==> src/multi_source_staleness_monitor_unit_assert.svh <==
// ----------------------------------------------------------------------------
// Staleness monitor assertion macros
// Concurrent assertion helpers, clocked on clk and disabled while rst_n is low.
// ----------------------------------------------------------------------------
`ifndef MULTI_SOURCE_STALENESS_MONITOR_UNIT_ASSERT_SVH
`define MULTI_SOURCE_STALENESS_MONITOR_UNIT_ASSERT_SVH

`ifndef SYNTHESIS
`define MSM_ASSERT_SAME(label, ante, cons) \
  label: assert property (@(posedge clk) disable iff (!rst_n) (ante) |-> (cons)) \
    else $error("staleness monitor assertion failed");
`define MSM_ASSERT_NEXT(label, ante, cons) \
  label: assert property (@(posedge clk) disable iff (!rst_n) (ante) |=> (cons)) \
    else $error("staleness monitor assertion failed");
`else
`define MSM_ASSERT_SAME(label, ante, cons)
`define MSM_ASSERT_NEXT(label, ante, cons)
`endif

`endif

==> src/msm_pkg.sv <==
// ----------------------------------------------------------------------------
// Staleness monitor package
// Shared constants, types and the age classification function.
// ----------------------------------------------------------------------------
package msm_pkg;

  localparam logic [1:0] CLS_FRESH   = 2'd0;
  localparam logic [1:0] CLS_AGING   = 2'd1;
  localparam logic [1:0] CLS_STALE   = 2'd2;
  localparam logic [1:0] CLS_UNKNOWN = 2'd3;

  localparam logic REG_AGING = 1'b0;
  localparam logic REG_STALE = 1'b1;

  localparam int IN_DATA_W  = 24;
  localparam int OUT_DATA_W = 40;

  typedef enum logic [2:0] {
    S_IDLE   = 3'b001,
    S_SCAN   = 3'b010,
    S_FINISH = 3'b100
  } state_t;

  typedef struct packed {
    logic start;
    logic scan;
    logic load;
  } cmd_t;

  typedef struct packed {
    logic scan_last;
    logic out_free;
  } status_t;

  function automatic logic [1:0] class_of_age(input logic [31:0] age,
                                              input logic [31:0] aging_thr,
                                              input logic [31:0] stale_thr);
    logic [1:0] cls;
    if (age >= stale_thr) begin
      cls = CLS_STALE;
    end else if (age >= aging_thr) begin
      cls = CLS_AGING;
    end else begin
      cls = CLS_FRESH;
    end
    return cls;
  endfunction

endpackage

==> src/msm_ctrl.sv <==
// ----------------------------------------------------------------------------
// Staleness monitor controller
// Sequences acceptance, the source scan and the result load.
// ----------------------------------------------------------------------------
module msm_ctrl (
  input  logic             clk,
  input  logic             rst_n,
  input  logic             in_tvalid,
  output logic             in_tready,
  input  msm_pkg::status_t status,
  output msm_pkg::cmd_t    cmd
);

  msm_pkg::state_t state_r;
  msm_pkg::state_t state_nxt;

  always_comb begin
    state_nxt = state_r;
    in_tready = 1'b0;
    cmd       = '0;
    unique case (state_r)
      msm_pkg::S_IDLE: begin
        in_tready = 1'b1;
        if (in_tvalid) begin
          cmd.start = 1'b1;
          state_nxt = msm_pkg::S_SCAN;
        end
      end
      msm_pkg::S_SCAN: begin
        cmd.scan = 1'b1;
        if (status.scan_last) begin
          state_nxt = msm_pkg::S_FINISH;
        end
      end
      msm_pkg::S_FINISH: begin
        if (status.out_free) begin
          cmd.load  = 1'b1;
          in_tready = 1'b1;
          if (in_tvalid) begin
            cmd.start = 1'b1;
            state_nxt = msm_pkg::S_SCAN;
          end else begin
            state_nxt = msm_pkg::S_IDLE;
          end
        end
      end
      default: begin
        state_nxt = msm_pkg::S_IDLE;
      end
    endcase
  end

  always_ff @(posedge clk) begin
    if (!rst_n) begin
      state_r <= msm_pkg::S_IDLE;
    end else begin
      state_r <= state_nxt;
    end
  end

endmodule

==> src/msm_datapath.sv <==
// ----------------------------------------------------------------------------
// Staleness monitor datapath
// Clock, per-source update times, scan accumulators and the output register.
// ----------------------------------------------------------------------------
module msm_datapath #(
  parameter int NUM_SOURCES = 8
) (
  input  logic                           clk,
  input  logic                           rst_n,
  input  msm_pkg::cmd_t                  cmd,
  output msm_pkg::status_t               status,
  input  logic [msm_pkg::IN_DATA_W-1:0]  in_tdata,
  input  logic [31:0]                    aging_thr,
  input  logic [31:0]                    stale_thr,
  output logic                           out_tvalid,
  input  logic                           out_tready,
  output logic [msm_pkg::OUT_DATA_W-1:0] out_tdata
);

  localparam int IDX_W = (NUM_SOURCES > 1) ? $clog2(NUM_SOURCES) : 1;

  logic [15:0] elapsed;
  logic        upd_en;
  logic [2:0]  upd_src;
  logic [2:0]  qry_src;

  logic [31:0]      clock_r;
  logic [31:0]      clock_nxt;
  logic [31:0]      last_r [NUM_SOURCES];
  logic [NUM_SOURCES-1:0] seen_r;
  logic [2:0]       qry_src_r;
  logic [IDX_W-1:0] idx_r;
  logic [IDX_W-1:0] idx_nxt;

  logic       any_seen_r;
  logic       any_st_r;
  logic       all_fr_r;
  logic [1:0] worst_r;
  logic [1:0] q_class_r;
  logic [31:0] q_age_r;

  logic [31:0] age;
  logic [1:0]  cls;
  logic        cur_seen;
  logic        hit;
  logic        scan_last;

  logic        out_valid_r;
  logic [1:0]  o_q_class_r;
  logic [31:0] o_q_age_r;
  logic        o_any_st_r;
  logic        o_all_fr_r;
  logic [1:0]  o_overall_r;

  assign elapsed = in_tdata[15:0];
  assign upd_en  = in_tdata[16];
  assign upd_src = in_tdata[19:17];
  assign qry_src = in_tdata[22:20];

  assign clock_nxt = clock_r + 32'(elapsed);
  assign scan_last = (32'(idx_r) == 32'(NUM_SOURCES - 1));
  assign idx_nxt   = scan_last ? idx_r : idx_r + IDX_W'(1);
  assign age       = clock_r - last_r[idx_r];
  assign cls       = msm_pkg::class_of_age(age, aging_thr, stale_thr);
  assign cur_seen  = seen_r[idx_r];
  assign hit       = (32'(idx_r) == 32'(qry_src_r));

  assign status.scan_last = scan_last;
  assign status.out_free  = !out_valid_r || out_tready;

  always_ff @(posedge clk) begin
    if (!rst_n) begin
      clock_r     <= '0;
      seen_r      <= '0;
      out_valid_r <= 1'b0;
    end else begin
      if (cmd.start) begin
        clock_r <= clock_nxt;
        for (int i = 0; i < NUM_SOURCES; i++) begin
          if (upd_en && (32'(upd_src) == i)) begin
            seen_r[i] <= 1'b1;
          end
        end
      end
      if (cmd.load) begin
        out_valid_r <= 1'b1;
      end else if (out_tready) begin
        out_valid_r <= 1'b0;
      end
    end
  end

  always_ff @(posedge clk) begin
    if (cmd.start) begin
      for (int i = 0; i < NUM_SOURCES; i++) begin
        if (upd_en && (32'(upd_src) == i)) begin
          last_r[i] <= clock_nxt;
        end
      end
      qry_src_r  <= qry_src;
      idx_r      <= '0;
      any_seen_r <= 1'b0;
      any_st_r   <= 1'b0;
      all_fr_r   <= 1'b1;
      worst_r    <= msm_pkg::CLS_FRESH;
      q_class_r  <= msm_pkg::CLS_UNKNOWN;
      q_age_r    <= '1;
    end else if (cmd.scan) begin
      idx_r <= idx_nxt;
      if (cur_seen) begin
        any_seen_r <= 1'b1;
        if (cls == msm_pkg::CLS_STALE) begin
          any_st_r <= 1'b1;
        end
        if (cls != msm_pkg::CLS_FRESH) begin
          all_fr_r <= 1'b0;
        end
        if (cls > worst_r) begin
          worst_r <= cls;
        end
        if (hit) begin
          q_class_r <= cls;
          q_age_r   <= age;
        end
      end
    end
  end

  always_ff @(posedge clk) begin
    if (cmd.load) begin
      o_q_class_r <= q_class_r;
      o_q_age_r   <= q_age_r;
      o_any_st_r  <= any_st_r;
      o_all_fr_r  <= all_fr_r;
      o_overall_r <= any_seen_r ? worst_r : msm_pkg::CLS_UNKNOWN;
    end
  end

  assign out_tvalid = out_valid_r;
  assign out_tdata  = {2'b00, o_overall_r, o_all_fr_r, o_any_st_r, o_q_age_r, o_q_class_r};

endmodule

==> src/multi_source_staleness_monitor_unit.sv <==
// ----------------------------------------------------------------------------
// Multi-source staleness monitor
// Tracks a millisecond clock and the last update time of each data source.
// ----------------------------------------------------------------------------
// Each input transaction advances the clock by elapsed_ms, optionally marks
// one source updated at the new time, and produces one result transaction
// with the queried source's age and class plus a summary over seen sources.
// The datapath reads one stored update time per cycle: after acceptance, the
// scan state steps through the sources in turn, then the finish state loads
// the output register, which drives out_tvalid, once that register is free.
// With a ready receiver the next transaction is taken in that loading cycle,
// and none is taken during the scan. The user must write thresholds through
// the APB port while no transaction is open; the block does not enforce it.
// Reset clears the clock to zero and marks every source unseen; thresholds
// return to 1000 and 5000. If the receiver stalls, the result waits in the
// output register while the next transaction is scanned, and the block holds
// in_tready low once a second result is ready to load.
// ----------------------------------------------------------------------------
`include "multi_source_staleness_monitor_unit_assert.svh"

module multi_source_staleness_monitor_unit #(
  parameter int NUM_SOURCES = 8
) (
  input  logic                           clk,
  input  logic                           rst_n,
  input  logic                           in_tvalid,
  output logic                           in_tready,
  // elapsed_ms[15:0], update_enable[16], update_source[19:17],
  // query_source[22:20], zero[23]
  input  logic [msm_pkg::IN_DATA_W-1:0]  in_tdata,
  output logic                           out_tvalid,
  input  logic                           out_tready,
  // query_class[1:0], query_age[33:2], any_stale[34], all_fresh[35],
  // overall_class[37:36], zero[39:38]
  output logic [msm_pkg::OUT_DATA_W-1:0] out_tdata,
  input  logic                           cfg_psel,
  input  logic                           cfg_penable,
  input  logic                           cfg_pwrite,
  input  logic [2:0]                     cfg_paddr,
  input  logic [31:0]                    cfg_pwdata,
  output logic [31:0]                    cfg_prdata,
  output logic                           cfg_pready
);

  logic [31:0] aging_thr_r;
  logic [31:0] stale_thr_r;
  logic        cfg_wr;

  logic        rpt_none_seen;
  logic        rpt_query_stale;
  logic        rpt_calm;
  logic        rpt_alarm;

  msm_pkg::cmd_t    cmd;
  msm_pkg::status_t status;

  assign cfg_pready = 1'b1;
  assign cfg_wr = cfg_psel && cfg_penable && cfg_pwrite && cfg_pready;

  always_ff @(posedge clk) begin
    if (!rst_n) begin
      aging_thr_r <= 32'd1000;
      stale_thr_r <= 32'd5000;
    end else if (cfg_wr) begin
      unique case (cfg_paddr[2])
        msm_pkg::REG_AGING: aging_thr_r <= cfg_pwdata;
        msm_pkg::REG_STALE: stale_thr_r <= cfg_pwdata;
        default: begin
        end
      endcase
    end
  end

  always_comb begin
    unique case (cfg_paddr[2])
      msm_pkg::REG_AGING: cfg_prdata = aging_thr_r;
      msm_pkg::REG_STALE: cfg_prdata = stale_thr_r;
      default:            cfg_prdata = '0;
    endcase
  end

  msm_ctrl u_ctrl (
    .clk       (clk),
    .rst_n     (rst_n),
    .in_tvalid (in_tvalid),
    .in_tready (in_tready),
    .status    (status),
    .cmd       (cmd)
  );

  msm_datapath #(
    .NUM_SOURCES (NUM_SOURCES)
  ) u_datapath (
    .clk        (clk),
    .rst_n      (rst_n),
    .cmd        (cmd),
    .status     (status),
    .in_tdata   (in_tdata),
    .aging_thr  (aging_thr_r),
    .stale_thr  (stale_thr_r),
    .out_tvalid (out_tvalid),
    .out_tready (out_tready),
    .out_tdata  (out_tdata)
  );

  assign rpt_none_seen   = out_tvalid && (out_tdata[37:36] == msm_pkg::CLS_UNKNOWN);
  assign rpt_query_stale = out_tvalid && (out_tdata[1:0] == msm_pkg::CLS_STALE);
  assign rpt_calm        = !out_tdata[34] && out_tdata[35];
  assign rpt_alarm       = out_tdata[34] && !out_tdata[35];

  `MSM_ASSERT_NEXT(a_busy_after_accept, in_tvalid && in_tready, !in_tready)
  `MSM_ASSERT_NEXT(a_load_shows_result, cmd.load, out_tvalid)
  `MSM_ASSERT_SAME(a_none_seen_summary, rpt_none_seen, rpt_calm)
  `MSM_ASSERT_SAME(a_query_stale_flags, rpt_query_stale, rpt_alarm)

endmodule
==> config.mk <==
export PLATFORM = sky130hd
export DESIGN_NAME = multi_source_staleness_monitor_unit
export DESIGN_NICKNAME = d
export VERILOG_FILES = /design/src/msm_pkg.sv /design/src/msm_ctrl.sv /design/src/msm_datapath.sv /design/src/multi_source_staleness_monitor_unit.sv
export VERILOG_INCLUDE_DIRS = /design/src /design/src/src
export SDC_FILE = /design/constraint.sdc
export NUM_CORES = 1
export LEC_CHECK = 0
export ABC_AREA = 1
export BUFFER_PORTS_ARGS = -buffer_cell sky130_fd_sc_hd__buf_2
export CORE_MARGIN = 3
export CORE_UTILIZATION = 35
export CTS_CLUSTER_DIAMETER = 150
export CTS_CLUSTER_SIZE = 40
export DETAILED_ROUTE_END_ITERATION = 12
export PLACE_DENSITY_LB_ADDON = 0.3
export SLEW_MARGIN = 10
export SYNTH_ARGS = -nofsm -noshare
export SYNTH_HDL_FRONTEND = slang
export SYNTH_SLANG_ARGS = --single-unit
==> constraint.sdc <==
create_clock -name clk -period 4.1 [get_ports clk]
set_clock_uncertainty 0.05 [all_clocks]
set_input_delay 0.41 -clock clk [delete_from_list [all_inputs] [get_ports clk]]
set_output_delay 0.41 -clock clk [all_outputs]
set_load 0.02 [all_outputs]
# == Word-level counts from Yosys, hierarchy flattened ==
# Memory sizes are Yosys's and may differ from the RTL's. A register that Yosys moved wholly into a read port is not among the register bits.
# Cells that the tools add are included.
# W data, S select, Z words.
# totals
input_bits,66
reg_bits,191
latchBits,0
output_inout_bits,75
memories,1
romBits,0
ramBits,256
# memory_table
memory,depth,word_bits,rd,rd_clocked_by_memory_dff,wr,line_no,rtl
u_datapath.last_r,8,32,1,1,1,msm_datapath.sv:29,logic [31:0] last_r [NUM_SOURCES];
# classes
div,0
shift,0
magnitude_cmp,4
eq_ne,16
reduce_logical,39
add_sub_neg,3
multipliers,0
n_mux,66
bitwise_logic,2
# ops
operator,count
$mux W32,7
$reduce_or A32 Y1,7
$ge A32 B32 Y1,2
$pmux W32 S2,1
$mux W1,40
$mux W3,12
$add A32 B16 Y32,1
$sub A32 B32 Y32,1
$reduce_and A2 Y1,12
$eq A3 B3 Y1 const B,6
$reduce_and A3 Y1,5
$logic_and A1 B1 Y1,10
$eq A3 B2 Y1 const B,3
$pmux W3 S3,1
$eq A3 B1 Y1 const B,2
$lt A3 B4 Y1 const B,1
$mux W2,2
$ne A2 B2 Y1 const B,2
$pmux W1 S2,2
$reduce_bool A2 Y1,2
$add A3 B1 Y3 const B,1
$bmux W1 S3,1
$eq A3 B3 Y1,1
$logic_not A3 Y1,1
other kinds (6),7

# == Longest topological paths before layout ==
# logic_depth
depth_word,14
ltp_mapped,37
depth_no_buf,34

# == Hierarchy ==
# From an unflattened synthesis, not the netlist that was laid out.
# unflattened
cells_unflattened,2605
hier_area_um2,22628.0
# by_module_without_submodules
mod,cells_each,instances,area_each_um2,seq_area_each_um2
msm_datapath,2090,1,19379.8,10640.2
multi_source_staleness_monitor_unit,475,1,3019.1,1281.2
msm_ctrl,40,1,229.0,60.1

# == Worst setup path before layout ==
# Ideal clock, no wire load.
# synth_path
path_type,reg-to-reg
startpoint,register (tool-made name)
endpoint,register u_datapath.worst_r[0]
setup_time_ns,0.070
n_path_buf,3
path_slack_ns,-0.218
arrival_ns,4.199
stages_incl_launch_ff,34
required_ns,3.980
path_cell_list,dfxtp_1 > buf_2 > buf_2 > clkbuf_1 > nor2_1 > o21ai_0 > a31oi_1 > ha_1 > fa_1 > o21ai_2 > nand2_1 > nand2_1 > nand2_1 > nand2_1 > nand3_1 > nand2_1 > nand2_1 > and2_1 > ha_1 > nand2_1 > nor2_1 > nand2_1 > inv_1 > nand2_1 > nand2_1 > a21oi_1 > nand2_1 > ha_1 > nand2_1 > o21a_1 > inv_1 > nor2_1 > o21ai_0 > a21oi_1
# synth_rtl
element,line_no,rtl
"end signal, assigned",msm_datapath.sv:105,worst_r <= msm_pkg::CLS_FRESH;
"end signal, assigned",msm_datapath.sv:119,worst_r <= cls;
"end, declared",msm_datapath.sv:38,logic [1:0] worst_r;

==> impl_metrics.json <==
{
  "swShare_pct": 34.5,
  "power_frac_clock_pct": 17.0,
  "start_kind": "flop",
  "end_kind": "flop",
  "syn_to_final_growth_pct": 28.4,
  "die_x_um": 257,
  "drt-total-wl_um": 69100,
  "netlist_top_cells_count": "427 x nand2_1, 297 x edfxtp_1, 261 x inv_1, 251 x o21ai_0, 249 x nor2_1",
  "met3_usage_pct": 1.78,
  "p_switching_uw": 4280,
  "crit_slowest_cell": "dfxtp_4",
  "hpwlAfterDp_um": 47800,
  "num_rows": 91,
  "cpPeakStageDelay_ps": 410,
  "drt_iter0_drc": 1175,
  "setup_ws_ps": -564,
  "syn_area_per_cell_um2": 9.27,
  "numPortBuffers": 134,
  "cts.sinks": 450,
  "period_needed_ps": 4660,
  "pwr-share-comb_pct": 41.0,
  "die_h_um": 257,
  "cp_max_fo": 6,
  "track_usage_pct": 20.0,
  "violations": "setup timing",
  "cts_tree": "yes",
  "drive_above_1_share_pct": 27.7,
  "finalSetupTns_ps": -2730,
  "num_vias": 18100,
  "p_per_area_mw_per_mm2": 439,
  "crit_type": "reg -> reg",
  "seqPwrFrac_pct": 42.0,
  "antenna_found_initial": 0,
  "synth_cell_type_count": 47,
  "ff2ff_path_depth": 31,
  "place_inst": 3473,
  "async_reset_ff_share_pct": 0,
  "rsz0062_at_grt": "true",
  "routed_via_density": 5.05,
  "synthMostInstantiatedCell": "nand2_1",
  "hold-path-endpoint": "aging_thr_r[8]",
  "seq_area_frac_synth_pct": 54.4,
  "placed_cell_area_mm2": 0.0252,
  "use_met1_pct": 24.5,
  "worstPathRequired_ps": 4560,
  "nets": 2932,
  "grt_pass1_wl_um": 103000,
  "yosys_warnings": 0,
  "hold_path_class": "in -> reg",
  "antenna_cells": 0,
  "relSlewSlack_pct": 25.0,
  "synth_top_area_share_pct": 40.5,
  "ys_ff_latch": 450,
  "grt_max_degree": 67,
  "gp_congestion": 0.910,
  "met2_usage_pct": 35.8,
  "start_util_pct": 35.6,
  "synth_ff_type": "edfxtp_1",
  "rr_endpoint": "u_datapath.worst_r[0]",
  "syn_inst": 2375,
  "drcViolationCount": 0,
  "antenna_left": 0,
  "fmax_mhz": 214,
  "io_pins": 141,
  "clk_latency_ps": 570,
  "arrival_ps": 5120,
  "drv_slew": 0,
  "n_fill_cell": 5797,
  "cts_root_buf": "clkbuf_16",
  "drtPass1Iterations": 5,
  "crit_path_frequent_cell": "nand2_2",
  "setup_violations": 8,
  "ys_top_cells_by_area": "edfxtp_1 41%, dfxtp_1 14%, nand2_1 7.3%, ha_1 6.5%, o21ai_0 5.7%",
  "p_int_uw": 8130,
  "instances_no_fill": 3594,
  "die-area_mm2": 0.0660,
  "clkTransAtPathRegs_ps": 150,
  "hold_viol": 0,
  "min_path_cells": 3,
  "status": "complete, but fails checks",
  "max-cap-violations": 0,
  "h-tree-depth": 1,
  "grt_overflow_total": 0,
  "synth.largest_area_cell": "edfxtp_1",
  "grt_pass1_vias": 17900,
  "synth_edf_count": 297,
  "post-place-ws_ps": -1160,
  "ctsLongestPathBuffers": 3,
  "worst_slew_pin_slew_ps": 1120,
  "fin_crit_sh_pct": 114,
  "cts_buffers": 15,
  "wire_per_inst_um": 19.2,
  "regToRegSetupSlack_ps": -560,
  "ir_drop_v": 0.000268,
  "syn_area_mm2": 0.0220,
  "min-delay-start": "cfg_pwdata[8]",
  "p_leak_uw": 0.0114,
  "final_area_mm2": 0.0283,
  "core_area_mm2": 0.0619,
  "top_usage_layer": "met2"
}
## per-stage QoR
stage,utilization [%],power (uW),hold WS (ps)
floorplan,-,7320,358
global route,45.7,13000,13.4
CTS,44.2,12000,6.02
global placement,40.7,8990,369
finish,45.7,12400,33.6
detailed placement,40.7,9050,366
## power groups by stage
stage	combinational (uW)	clock [uW]	sequential [uW]
3_5_place_dp	3740	0	5300
3_3_place_gp	3690	0	5300
4_1_cts	4580	2180	5210
2_1_floorplan	2050	0	5270
5_1_grt	5500	2310	5230
6_report	5090	2110	5220
## per-layer routing
metal	share of wire (%)	routed length, um	vias to the layer above
met4	4.8	3310	0
met1	41	28600	8706
met2	50	34200	469
met3	4.2	2880	129
met5	0	0	-
li1	-	-	8842
## how the worst max path moves through the flow
| stage | to | slack (ps) | cells after the start |
|---|---|---|---|
| 5_1_grt | u_datapath.worst_r[1] | -840 | 34 |
| 4_1_cts | u_datapath.worst_r[1] | -560 | 33 |
| 3_5_place_dp | u_datapath.worst_r[1] | -1160 | 31 |
| 6_report | u_datapath.worst_r[0] | -560 | 31 |
| 3_3_place_gp | u_datapath.worst_r[1] | -1160 | 30 |
| 2_1_floorplan | u_datapath.worst_r[0] | -6 | 32 |
## worst max-delay path, delay by kind of cell (launching register included)
kind            cells  cell delay [ps]
compound gates      9             1090
simple gates       11             1060
flops               1              410
fa+ha+maj           4             1150
xor+xnor            1              160
buf+inv             6              700
## what timing repair did
item                                    CTS  global route
pin swaps                               100            92
gates cloned                              8             2
hold endpoints to repair                  6             0
endpoints found under the setup margin    6             9
hold buffers                              5             0
buffers inserted                         75            16
gates resized for setup                 241           168
## state kept, by name, indices dropped and copies added (netlist names), named ones only
signal	count
u_datapath.all_fr_r	1
aging_thr_r	32
u_datapath.o_all_fr_r	1
u_datapath.o_q_age_r	32
u_datapath.clock_r	32
u_datapath.q_class_r	2
u_datapath.last_r	256
u_datapath.idx_r	3
u_ctrl.state_r	3
u_datapath.qry_src_r	3
u_datapath.q_age_r	32
u_datapath.any_st_r	1
u_datapath.o_any_st_r	1
u_datapath.o_q_class_r	2
stale_thr_r	32
u_datapath.worst_r	2
u_datapath.any_seen_r	1
u_datapath.o_overall_r	2
u_datapath.seen_r	8
u_datapath.out_tvalid	1
## placed cells by master (no fill, tap or decap), types with 5 or more instances in the layout
cell type      count
buf_2            134
o21ai_0          196
a21o_1             6
nand2_2           46
a21oi_2           33
mux2i_1           27
xor2_2             6
o21ai_2           28
buf_4            267
o21ai_1           41
dlygate4sd3_1      5
nand3_1           75
nand4_1            8
o32ai_2           17
xnor2_1            7
ha_1              75
buf_6             16
edfxtp_1         297
o21bai_1          17
nor2_2            25
nor2_1           211
inv_1            252
nand3b_1           7
nand2_4           18
buf_12            18
a21oi_1          152
nand2_1          365
clkbuf_16         17
nand3_2           13
o221ai_1          25
o32ai_1           15
ha_4              37
inv_2             11
nor3_1            12
dfxtp_1          150
clkbuf_1           9
nor2_4            14
o21a_1             5
xor2_1            17
and2_4            11
## area by class of cell
type                       instances  area (um2)  area share [%]
inverter                         265        1010            3.57
sequential                       450       12000            42.4
multi-input combinational       1565       10200            36.2
tap                              837        1050            3.70
timing repair inverter             2        20.0          0.0708
clock buffer                      24         409            1.45
clock inverter                     1        30.0           0.106
timing repair buffer             450        3540            12.5
## cell families (layout without fill, tap and decap cells)
logic type | after synthesis | count (layout) | synth area share [%]
multiplexers | 29 | 29 | 1.32
AND/OR/NAND/NOR | 830 | 830 | 15.5
flip-flops | 450 | 450 | 54.4
adder cells (fa/ha/maj) | 117 | 117 | 6.72
other | 2 | 3 | 0.0341
buffers and inverters | 361 | 742 | 6.60
AO/OA/AOI/OAI | 552 | 552 | 14.0
XOR/XNOR | 34 | 34 | 1.35
Power figures use the tool's default switching activity.
